<file path="config.mk">
export PLATFORM = sky130hd
export DESIGN_NAME = pin_command_packet_responder
export DESIGN_NICKNAME = d
export VERILOG_FILES = /design/src/rtl/pcpr_pkg.sv /design/src/rtl/pcpr_front.sv /design/src/rtl/pcpr_queue.sv /design/src/rtl/pcpr_back.sv /design/src/rtl/pin_command_packet_responder.sv
export SDC_FILE = /design/constraint.sdc
export NUM_CORES = 1
export LEC_CHECK = 0
export BUFFER_PORTS_ARGS = -buffer_cell sky130_fd_sc_hd__buf_2
export CORE_ASPECT_RATIO = 1.75
export CORE_MARGIN = 4
export CORE_UTILIZATION = 35
export CTS_CLUSTER_SIZE = 10
export DETAILED_ROUTE_END_ITERATION = 7
export MAX_ROUTING_LAYER = met4
export PLACE_DENSITY_LB_ADDON = 0.08
export SETUP_SLACK_MARGIN = 0.1
export SLEW_MARGIN = 40
export SYNTH_ARGS = -nofsm -noshare
export SYNTH_HDL_FRONTEND = slang
export SYNTH_SLANG_ARGS = --single-unit
</file>
<file path="constraint.sdc">
create_clock -name clk -period 5.3 [get_ports clk]
set_input_delay 0.53 -clock clk [delete_from_list [all_inputs] [get_ports clk]]
set_output_delay 0.53 -clock clk [all_outputs]
set_load 0.01 [all_outputs]
</file>
<file path="src/rtl/pcpr_pkg.sv">
// ============================================================================
// pcpr_pkg
// Shared types and constants for the pin command packet responder.
// ============================================================================
package pcpr_pkg;

    // Virtual analog pin store
    localparam int VPIN_COUNT = 64;
    localparam int VPIN_AW    = (VPIN_COUNT > 1) ? $clog2(VPIN_COUNT) : 1;
    localparam int VPIN_BASE  = 64;

    // Job queue between the framer and the responder
    localparam int QUEUE_DEPTH = 2;
    localparam int QUEUE_AW    = (QUEUE_DEPTH > 1) ? $clog2(QUEUE_DEPTH) : 1;
    localparam int QUEUE_CW    = $clog2(QUEUE_DEPTH + 1);

    // Configuration register indexes
    localparam int CFG_INDEX_W = 1;
    localparam int CFG_DATA_W  = 4;
    localparam logic [CFG_INDEX_W-1:0] CFG_NODE_ID      = 1'd0;
    localparam logic [CFG_INDEX_W-1:0] CFG_LINK_ENABLED = 1'd1;

    // Result slots of one packet, in emission order
    localparam int NUM_SLOTS = 5;
    localparam logic [2:0] SLOT_PIN = 3'd0;
    localparam logic [2:0] SLOT_B0  = 3'd1;
    localparam logic [2:0] SLOT_B1  = 3'd2;
    localparam logic [2:0] SLOT_B2  = 3'd3;
    localparam logic [2:0] SLOT_B3  = 3'd4;

    // Result kinds
    typedef enum logic [1:0] {
        KIND_TX      = 2'd0,
        KIND_PIN     = 2'd1,
        KIND_CAPTURE = 2'd2
    } res_kind_t;

    // Job operations handed from the framer to the responder
    typedef enum logic [2:0] {
        OP_CAPTURE      = 3'd0,
        OP_PIN_WRITE    = 3'd1,
        OP_REPLY        = 3'd2,
        OP_ANALOG_READ  = 3'd3,
        OP_ANALOG_WRITE = 3'd4
    } job_op_t;

    typedef struct packed {
        logic [7:0]  rx_byte;
        logic [63:0] digital_levels;
        logic [9:0]  analog_sample;
    } req_t;

    typedef struct packed {
        res_kind_t   kind;
        logic [7:0]  tx_byte;
        logic [5:0]  pin;
        logic        level;
        logic [31:0] captured_packet;
        logic        last;
    } res_t;

    typedef struct packed {
        job_op_t            op;
        logic [31:0]        bytes;   // byte 0 lowest; reply bytes or capture
        logic [5:0]         pin;
        logic               level;
        logic               virt;
        logic [VPIN_AW-1:0] vaddr;
        logic [9:0]         sample;
    } job_t;

    // 14-bit value to two 7-bit groups, end mark on the last group used.
    // Result: {hi, lo}.
    function automatic logic [15:0] encode_value(input logic [13:0] v);
        logic [7:0] lo;
        logic [7:0] hi;
        if (v > 14'h007F)
        begin
            lo = {1'b0, v[6:0]};
            hi = {1'b1, v[13:7]};
        end
        else
        begin
            lo = {1'b1, v[6:0]};
            hi = {1'b0, v[13:7]};
        end
        return {hi, lo};
    endfunction

    function automatic logic [13:0] decode_value(input logic [7:0] lo, input logic [7:0] hi);
        return {hi[6:0], lo[6:0]};
    endfunction

endpackage

</file>
<file path="src/rtl/pcpr_front.sv">
// ============================================================================
// pcpr_front
// Frames received bytes into packets and classifies each finished packet
// into a job for the responder when it is a capture or is for this node.
// ============================================================================
module pcpr_front
(
    input  logic            clk,
    input  logic            rst_n,
    input  logic            accept,
    input  pcpr_pkg::req_t  req_data,
    input  logic [3:0]      node_id,
    input  logic            link_enabled,
    output logic            job_push,
    output pcpr_pkg::job_t  job
);

    logic [7:0] pkt_reg [4];
    logic [7:0] pkt_next [4];
    logic [1:0] idx_reg;
    logic [1:0] idx_next;
    logic       end_byte;
    logic       take;
    logic [7:0] f0;
    logic [7:0] f1;
    logic [7:0] f2;
    logic [7:0] f3;
    logic [6:0] apin;
    logic       lv;

    assign take     = accept && link_enabled;
    assign end_byte = req_data.rx_byte[7];

    // Packet framing
    always_comb
    begin
        for (int i = 0; i < 4; i++)
        begin
            if (2'(i) < idx_reg)
                pkt_next[i] = pkt_reg[i];
            else if (2'(i) == idx_reg)
                pkt_next[i] = end_byte ? {1'b0, req_data.rx_byte[6:0]} : req_data.rx_byte;
            else
                pkt_next[i] = end_byte ? 8'h00 : pkt_reg[i];
        end
        if (end_byte)
            idx_next = 2'd0;
        else if (idx_reg != 2'd3)
            idx_next = idx_reg + 2'd1;
        else
            idx_next = idx_reg;
    end

    always_ff @(posedge clk or negedge rst_n)
    begin
        if (!rst_n)
        begin
            for (int i = 0; i < 4; i++)
                pkt_reg[i] <= 8'h00;
            idx_reg <= 2'd0;
        end
        else if (take)
        begin
            pkt_reg <= pkt_next;
            idx_reg <= idx_next;
        end
    end

    assign f0   = pkt_next[0];
    assign f1   = pkt_next[1];
    assign f2   = pkt_next[2];
    assign f3   = pkt_next[3];
    assign apin = f1[6:0];
    assign lv   = req_data.digital_levels[f1[5:0]];

    // Packet classification
    always_comb
    begin
        job_push   = 1'b0;
        job.op     = pcpr_pkg::OP_REPLY;
        job.bytes  = {f3, f2, f1, f0 | 8'h10};
        job.pin    = f1[5:0];
        job.level  = f1[6];
        job.virt   = (apin >= 7'(pcpr_pkg::VPIN_BASE))
                     && ((apin - 7'(pcpr_pkg::VPIN_BASE)) < 7'(pcpr_pkg::VPIN_COUNT));
        job.vaddr  = pcpr_pkg::VPIN_AW'(apin - 7'(pcpr_pkg::VPIN_BASE));
        job.sample = req_data.analog_sample;
        if (take && end_byte)
        begin
            if (f0[4])
            begin
                job_push  = 1'b1;
                job.op    = pcpr_pkg::OP_CAPTURE;
                job.bytes = {f3, f2, f1, f0};
            end
            else if (f0[3:0] == node_id)
            begin
                job_push = 1'b1;
                if (f0[6])
                begin
                    if (f0[5])
                    begin
                        job.op    = pcpr_pkg::OP_REPLY;
                        job.bytes = {f3, f2, 1'b1, lv, f1[5:0], f0 | 8'h10};
                    end
                    else
                    begin
                        job.op    = pcpr_pkg::OP_PIN_WRITE;
                        job.bytes = {f3, f2, f1 | 8'h80, f0 | 8'h10};
                    end
                end
                else if (f0[5])
                    job.op = pcpr_pkg::OP_ANALOG_READ;
                else
                    job.op = pcpr_pkg::OP_ANALOG_WRITE;
            end
        end
    end

endmodule

</file>
<file path="src/rtl/pcpr_queue.sv">
// ============================================================================
// pcpr_queue
// Short job queue between the framer and the responder.
// ============================================================================
module pcpr_queue
(
    input  logic            clk,
    input  logic            rst_n,
    input  logic            push,
    input  pcpr_pkg::job_t  push_data,
    input  logic            pop,
    output logic            not_empty,
    output logic            full,
    output pcpr_pkg::job_t  head
);

    pcpr_pkg::job_t                  entry_reg [pcpr_pkg::QUEUE_DEPTH];
    logic [pcpr_pkg::QUEUE_AW-1:0]   wr_ptr_reg;
    logic [pcpr_pkg::QUEUE_AW-1:0]   rd_ptr_reg;
    logic [pcpr_pkg::QUEUE_CW-1:0]   count_reg;

    assign not_empty = (count_reg != pcpr_pkg::QUEUE_CW'(0));
    assign full      = (count_reg == pcpr_pkg::QUEUE_CW'(pcpr_pkg::QUEUE_DEPTH));
    assign head      = entry_reg[rd_ptr_reg];

    // Entry storage
    always_ff @(posedge clk)
    begin
        if (push)
            entry_reg[wr_ptr_reg] <= push_data;
    end

    // Pointers and fill count
    always_ff @(posedge clk or negedge rst_n)
    begin
        if (!rst_n)
        begin
            wr_ptr_reg <= '0;
            rd_ptr_reg <= '0;
            count_reg  <= '0;
        end
        else
        begin
            if (push)
                wr_ptr_reg <= (wr_ptr_reg == pcpr_pkg::QUEUE_AW'(pcpr_pkg::QUEUE_DEPTH - 1))
                              ? '0 : wr_ptr_reg + 1'b1;
            if (pop)
                rd_ptr_reg <= (rd_ptr_reg == pcpr_pkg::QUEUE_AW'(pcpr_pkg::QUEUE_DEPTH - 1))
                              ? '0 : rd_ptr_reg + 1'b1;
            if (push && !pop)
                count_reg <= count_reg + pcpr_pkg::QUEUE_CW'(1);
            else if (pop && !push)
                count_reg <= count_reg - pcpr_pkg::QUEUE_CW'(1);
        end
    end

`ifndef SYNTH
    // No push into a full queue, no pop from an empty one
    assert property (@(posedge clk) disable iff (!rst_n) !(push && full))
        else $error("job queue overflow");
    assert property (@(posedge clk) disable iff (!rst_n) !(pop && !not_empty))
        else $error("job queue underflow");
    // Fill count stays within the queue depth
    assert property (@(posedge clk) disable iff (!rst_n)
        count_reg <= pcpr_pkg::QUEUE_CW'(pcpr_pkg::QUEUE_DEPTH))
        else $error("job queue count out of range");
`endif

endmodule

</file>
<file path="src/rtl/pcpr_back.sv">
// ============================================================================
// pcpr_back
// Carries out jobs: virtual pin store access and result sequencing.
// ============================================================================
module pcpr_back
(
    input  logic            clk,
    input  logic            rst_n,
    input  logic            job_valid,
    input  pcpr_pkg::job_t  job,
    output logic            job_pop,
    output logic            res_valid,
    input  logic            res_stall,
    output pcpr_pkg::res_t  res_data
);

    logic [13:0]                 vmem [pcpr_pkg::VPIN_COUNT];
    logic [pcpr_pkg::VPIN_COUNT-1:0] vvld_reg;
    logic [13:0]                 rd_data_reg;
    logic                        rd_vld_reg;
    logic                        work_valid_reg;
    pcpr_pkg::job_t              work_reg;
    logic [2:0]                  step_reg;

    logic [13:0]                 avalue;
    logic [15:0]                 enc;
    logic [7:0]                  b2;
    logic [7:0]                  b3;
    logic                        is_capture;
    logic [pcpr_pkg::NUM_SLOTS-1:0] slot_vld;
    logic [2:0]                  next_slot;
    logic                        next_found;
    logic                        res_take;

    // Virtual pin store: write on analog write to a virtual pin, read at every pop
    always_ff @(posedge clk)
    begin
        if (job_pop)
        begin
            if (job.op == pcpr_pkg::OP_ANALOG_WRITE && job.virt)
                vmem[job.vaddr] <= pcpr_pkg::decode_value(job.bytes[23:16], job.bytes[31:24]);
            rd_data_reg <= vmem[job.vaddr];
        end
    end

    // Written flags; unwritten entries read as zero
    always_ff @(posedge clk or negedge rst_n)
    begin
        if (!rst_n)
        begin
            vvld_reg   <= '0;
            rd_vld_reg <= 1'b0;
        end
        else if (job_pop)
        begin
            if (job.op == pcpr_pkg::OP_ANALOG_WRITE && job.virt)
                vvld_reg[job.vaddr] <= 1'b1;
            rd_vld_reg <= vvld_reg[job.vaddr];
        end
    end

    // Reply bytes 2 and 3, replaced by the encoded value on analog read
    assign avalue = work_reg.virt ? (rd_vld_reg ? rd_data_reg : 14'd0)
                                  : {4'd0, work_reg.sample};
    assign enc    = pcpr_pkg::encode_value(avalue);
    assign b2     = (work_reg.op == pcpr_pkg::OP_ANALOG_READ) ? enc[7:0]  : work_reg.bytes[23:16];
    assign b3     = (work_reg.op == pcpr_pkg::OP_ANALOG_READ) ? enc[15:8] : work_reg.bytes[31:24];
    assign is_capture = (work_reg.op == pcpr_pkg::OP_CAPTURE);

    // Slot selection
    always_comb
    begin
        slot_vld[0] = (work_reg.op == pcpr_pkg::OP_PIN_WRITE);
        slot_vld[1] = 1'b1;
        slot_vld[2] = !is_capture;
        slot_vld[3] = !is_capture && (b2 != 8'h00);
        slot_vld[4] = !is_capture && (b3 != 8'h00);
        next_found  = 1'b0;
        next_slot   = step_reg;
        for (int i = 0; i < pcpr_pkg::NUM_SLOTS; i++)
        begin
            if (!next_found && 3'(i) > step_reg && slot_vld[i])
            begin
                next_found = 1'b1;
                next_slot  = 3'(i);
            end
        end
    end

    // Result fields for the current slot
    always_comb
    begin
        res_data.kind            = pcpr_pkg::KIND_TX;
        res_data.tx_byte         = 8'h00;
        res_data.pin             = 6'd0;
        res_data.level           = 1'b0;
        res_data.captured_packet = 32'd0;
        res_data.last            = !next_found;
        case (step_reg)
            pcpr_pkg::SLOT_PIN:
            begin
                res_data.kind  = pcpr_pkg::KIND_PIN;
                res_data.pin   = work_reg.pin;
                res_data.level = work_reg.level;
            end
            pcpr_pkg::SLOT_B0:
            begin
                if (is_capture)
                begin
                    res_data.kind            = pcpr_pkg::KIND_CAPTURE;
                    res_data.captured_packet = work_reg.bytes;
                end
                else
                    res_data.tx_byte = work_reg.bytes[7:0];
            end
            pcpr_pkg::SLOT_B1: res_data.tx_byte = work_reg.bytes[15:8];
            pcpr_pkg::SLOT_B2: res_data.tx_byte = b2;
            pcpr_pkg::SLOT_B3: res_data.tx_byte = b3;
            default:           res_data.tx_byte = 8'h00;
        endcase
    end

    assign res_valid = work_valid_reg;
    assign res_take  = work_valid_reg && !res_stall;
    assign job_pop   = job_valid && (!work_valid_reg || (res_take && !next_found));

    // Work register and slot step
    always_ff @(posedge clk or negedge rst_n)
    begin
        if (!rst_n)
        begin
            work_valid_reg <= 1'b0;
            step_reg       <= pcpr_pkg::SLOT_B0;
        end
        else if (job_pop)
        begin
            work_valid_reg <= 1'b1;
            step_reg       <= (job.op == pcpr_pkg::OP_PIN_WRITE) ? pcpr_pkg::SLOT_PIN
                                                                 : pcpr_pkg::SLOT_B0;
        end
        else if (res_take)
        begin
            if (!next_found)
                work_valid_reg <= 1'b0;
            else
                step_reg <= next_slot;
        end
    end

    always_ff @(posedge clk)
    begin
        if (job_pop)
            work_reg <= job;
    end

`ifndef SYNTH
    // A captured packet is always the only result of its byte
    assert property (@(posedge clk) disable iff (!rst_n)
        res_valid && res_data.kind == pcpr_pkg::KIND_CAPTURE |-> res_data.last)
        else $error("capture result not last");
    // A pin write is always followed by reply bytes
    assert property (@(posedge clk) disable iff (!rst_n)
        res_valid && res_data.kind == pcpr_pkg::KIND_PIN |-> !res_data.last)
        else $error("pin write result marked last");
    // A stalled non-final result keeps the same job in work
    assert property (@(posedge clk) disable iff (!rst_n)
        res_valid && res_stall |=> res_valid && $stable(step_reg))
        else $error("result sequence advanced under stall");
`endif

endmodule

</file>
<file path="src/rtl/pin_command_packet_responder.sv">
// ============================================================================
// pin_command_packet_responder
// Frames received link bytes into packets and answers pin commands.
// ============================================================================
// Usage:
//   req channel (req_valid/req_stall/req_data) takes one received byte per
//   request with the current digital levels and analog sample. A byte is
//   taken when req_valid is high and req_stall is low.
//   res channel (res_valid/res_stall/res_data) gives the results of an end
//   byte: pin write, reply bytes or a captured reply packet; last marks the
//   final result of that byte.
//   cfg channel (cfg_valid/cfg_ready/cfg_index/cfg_data) writes node_id
//   (index 0) and link_enabled (index 1); cfg_ready is always high.
// Timing:
//   An end byte with results is classified on acceptance and queued; the
//   job goes from the job queue into the work register, and its results
//   follow one per cycle while res_stall is low, one to five per packet,
//   set by the result sequencer; a two-entry queue lets bytes keep arriving.
// Reset and stall:
//   Reset clears the packet buffer, the job queue and the virtual pin store
//   flags at once. When the receiver stalls, the current result holds and
//   req_stall rises once the job queue is full.
// ============================================================================
module pin_command_packet_responder
(
    input  logic                                clk,
    input  logic                                rst_n,
    input  logic                                req_valid,
    output logic                                req_stall,
    input  pcpr_pkg::req_t                      req_data,
    output logic                                res_valid,
    input  logic                                res_stall,
    output pcpr_pkg::res_t                      res_data,
    input  logic                                cfg_valid,
    output logic                                cfg_ready,
    input  logic [pcpr_pkg::CFG_INDEX_W-1:0]    cfg_index,
    input  logic [pcpr_pkg::CFG_DATA_W-1:0]     cfg_data
);

    logic [3:0]      node_id_reg;
    logic            link_enabled_reg;
    logic            accept;
    logic            job_push;
    pcpr_pkg::job_t  job_in;
    logic            job_pop;
    logic            q_not_empty;
    logic            q_full;
    pcpr_pkg::job_t  q_head;

    assign cfg_ready = 1'b1;
    assign req_stall = q_full;
    assign accept    = req_valid && !req_stall;

    // Configuration registers
    always_ff @(posedge clk or negedge rst_n)
    begin
        if (!rst_n)
        begin
            node_id_reg      <= 4'd0;
            link_enabled_reg <= 1'b1;
        end
        else if (cfg_valid && cfg_ready)
        begin
            case (cfg_index)
                pcpr_pkg::CFG_NODE_ID:      node_id_reg      <= cfg_data[3:0];
                pcpr_pkg::CFG_LINK_ENABLED: link_enabled_reg <= cfg_data[0];
                default:                    node_id_reg      <= node_id_reg;
            endcase
        end
    end

    pcpr_front u_front
    (
        .clk          (clk),
        .rst_n        (rst_n),
        .accept       (accept),
        .req_data     (req_data),
        .node_id      (node_id_reg),
        .link_enabled (link_enabled_reg),
        .job_push     (job_push),
        .job          (job_in)
    );

    pcpr_queue u_queue
    (
        .clk       (clk),
        .rst_n     (rst_n),
        .push      (job_push),
        .push_data (job_in),
        .pop       (job_pop),
        .not_empty (q_not_empty),
        .full      (q_full),
        .head      (q_head)
    );

    pcpr_back u_back
    (
        .clk       (clk),
        .rst_n     (rst_n),
        .job_valid (q_not_empty),
        .job       (q_head),
        .job_pop   (job_pop),
        .res_valid (res_valid),
        .res_stall (res_stall),
        .res_data  (res_data)
    );

endmodule
</file>
==> reports/results.tsv <==
metric	value	unit
status	finished clean	
CTS buffer count	133	
Post-Synthesis Cell Area	0.04438	mm^2
post-DP HPWL	102.1	mm
I/O pin cnt	145	
area grow syn2layout	17.44	%
top cells by area, synth	edfxtp_1 71%, dfrtp_1 6.2%, a22oi_1 3.6%	
Static Leak	17.46	nW
maximum VDD drop	0.0003153	V
clk sinks	1157	
Arrival @ worst endpoint	5.32	ns
critical path type	reg2reg	
Rel. slew slack	36.76	%
Yosys Warn Count	0	
site row count	172	
share of cells above drive strength 1	19.61	%
depth of the CTS H-tree	4	
Cell variety after synth	72	
CP max stage delay	0.68	ns
Pwr Total	0.02575	W
Synth Register Bits	1157	
Max Transition Viols Final	0	
DRT Pass-1 Iters	6	
gpl congestion	0.9384	
FMAX	0.2052	GHz
# setup viols final	0	
Core ar.	0.1257	mm^2
Tcrit/Tclk final	91.94	%
DRC Markers	0	
Seq/Total Area, Yosys	77.03	%
Worst-Margin Slew	0.9399	ns
most frequent cell after synthesis	edfxtp_1	
Die Wd	277.2	um
CP max stage cell	nor2_1	
Post-synth EDFFs	1045	
critical path peak fanout	12	
worst skew pair latency	0.76	ns
Total GRT Usage	23.94	%
Multi-input gate area	0.009781	mm^2
DRT antenna net count	0	
Buf/Inv on CP	2	
CTS tree	done	
post-synthesis async set-or-reset flop share	9.680	%
fill count	11480	
cells along the critical path	nand3b_1 > a221o_1 > a211oi_2 > o22ai_1 > o41ai_4 > o21ai_4 > clkinv_2 > nand2_1 > nor2_1 > buf_4	
clk buf depth	3	
initial antenna violation count	5	
most frequent cells after synthesis	1045 x edfxtp_1, 210 x a22oi_1, 182 x nand2_1	
Post-Route WL	157.3	mm
overall die height	479.1	um
MaxCap Viol Count	0	
Crit path max-delay family	compound AO/OA/AOI/OAI gates	
Port Buffer Count	143	
Top FF cell, synth	edfxtp_1	
Vias	27299	
Crit. End Element	flop	
Worst-path clk slew	0.06	ns
RSZ-0062 raised after global routing	no	
Synth top area share	70.71	%
sequential cell area	0.03419	mm^2
Syn Inst Count	2708	
Routed wire per std cell	33.46	um
Power per Cell Area	494.1	mW/mm^2
type of the tightest min-delay check	in2reg	
Vias/cell	5.807	
Final min period	4.873	ns
syn avg cell area	16.39	um^2
clk_skew	0.02416	ns
post-synthesis net count	2806	
Starting DRT DRC Count	2754	
Initial Utilization	35.31	%
nets@finish	3092	
FF-to-FF setup slack	0.43	ns
Largest register FFs	896	
Fin. Hold Viols	0	
vias in the first global route	28061	
Overflow after GRT	0	
CP required	5.75	ns
Post-CTS Setup Bufs	0	
full die area	0.1328	mm^2
Setup TNS	0	ns
startpoint types	flop	
pin count of the biggest net entering global routing	97	
fin util	41.47	%
Setup WS post-layout	0.4269	ns
CTS Root Cell	clkbuf_16	
pre-CTS setup slack	0.6595	ns
post-synth top area cell	edfxtp_1	
first-pass GRT wire length	219.6	mm
[area by class of cell]
type / instances / area share, %
Antenna cell: 3 / 0.01440
Clock buffer: 173 / 6.715
Clock inverter: 13 / 0.4129
Inverter: 31 / 0.2305
Multi-Input combinational cell: 1349 / 18.77
Sequential cell: 1157 / 65.59
Tap cell: 1653 / 3.968
Timing Repair Buffer: 322 / 4.302
[through the flow]
stage | instance area, um^2 | cells | hold slack (ns)
floorplan | 44380 | 2708 | 0.2344
global placement | 48090 | 4496 | 0.4275
detailed placement | 48250 | 4497 | 0.4338
CTS | 52110 | 4698 | 0.04717
global route | 52120 | 4700 | 0.08344
finish | 52120 | 4701 | 0.1092
[cell usage in the layout (no fill, tap or decap), drive strengths merged, types with 33 or more instances in the layout]
master     n
inv       38
and2      46
mux2      52
a21oi     77
a22oi    210
dfrtp    110
a222oi    95
nor2      80
a22o     116
a31oi     74
nand3     33
nand2    184
nor3      38
clkbuf   173
buf      307
o21bai    42
edfxtp  1045
o21ai     36
a221oi    58
[worst min-delay path, stage by stage]
cell	delay [ns]
buf_2	0.10
nand2_1	0.05
mux2_2	0.14
[worst paths after layout]
path                       cells after the start                start                   to
min                                            3            cfg_valid     link_enabled_reg
max reg2reg                                   10  u_back.work_reg[58]  u_back.vmem[16][10]
min reg2reg                                    1  u_back.vvld_reg[20]  u_back.vvld_reg[20]
max                                           10  u_back.work_reg[58]  u_back.vmem[16][10]
max in group asynchronous                      3                rst_n   u_queue.rd_ptr_reg
min in group asynchronous                      2                rst_n  u_front.pkt_reg[26]
[what timing repair did]
action / CTS / global route
hold buffers: 15 / 0
endpoints found under the hold margin: 41 / 0
gates resized for setup: 0 / 0
[cell families after synthesis]
kind of cell | share of synthesized area, %
other | 0.008450
and+or+nand+nor | 4.990
AOI/OAI and AO/OA | 14.01
buffers and inverters | 1.801
xor gates and xnor gates | 0.1776
muxes | 1.816
adders and majority gates | 0.1691
DFF | 77.03
[power by group]
group	switching, W	leakage, nW	internal (W)
logic	0.00439	4.73	0.00161
registers	0.000398	10.9	0.0111
clock network	0.00361	1.80	0.00463
total	0.00840	17.5	0.0174
[layer usage]
layer  part of all wire (%)  GRT usage, %  wire length (um)  vias up
met5                      0             -                 0        -
met4                    4.9         10.05              7652        0
met3                    4.9         3.093              7663      261
met2                     53         43.04             84110     1079
met1                     37         26.87             57860    14323
li1                       -             -                 -    11636
Note: power is estimated with default switching activity, not from simulation.
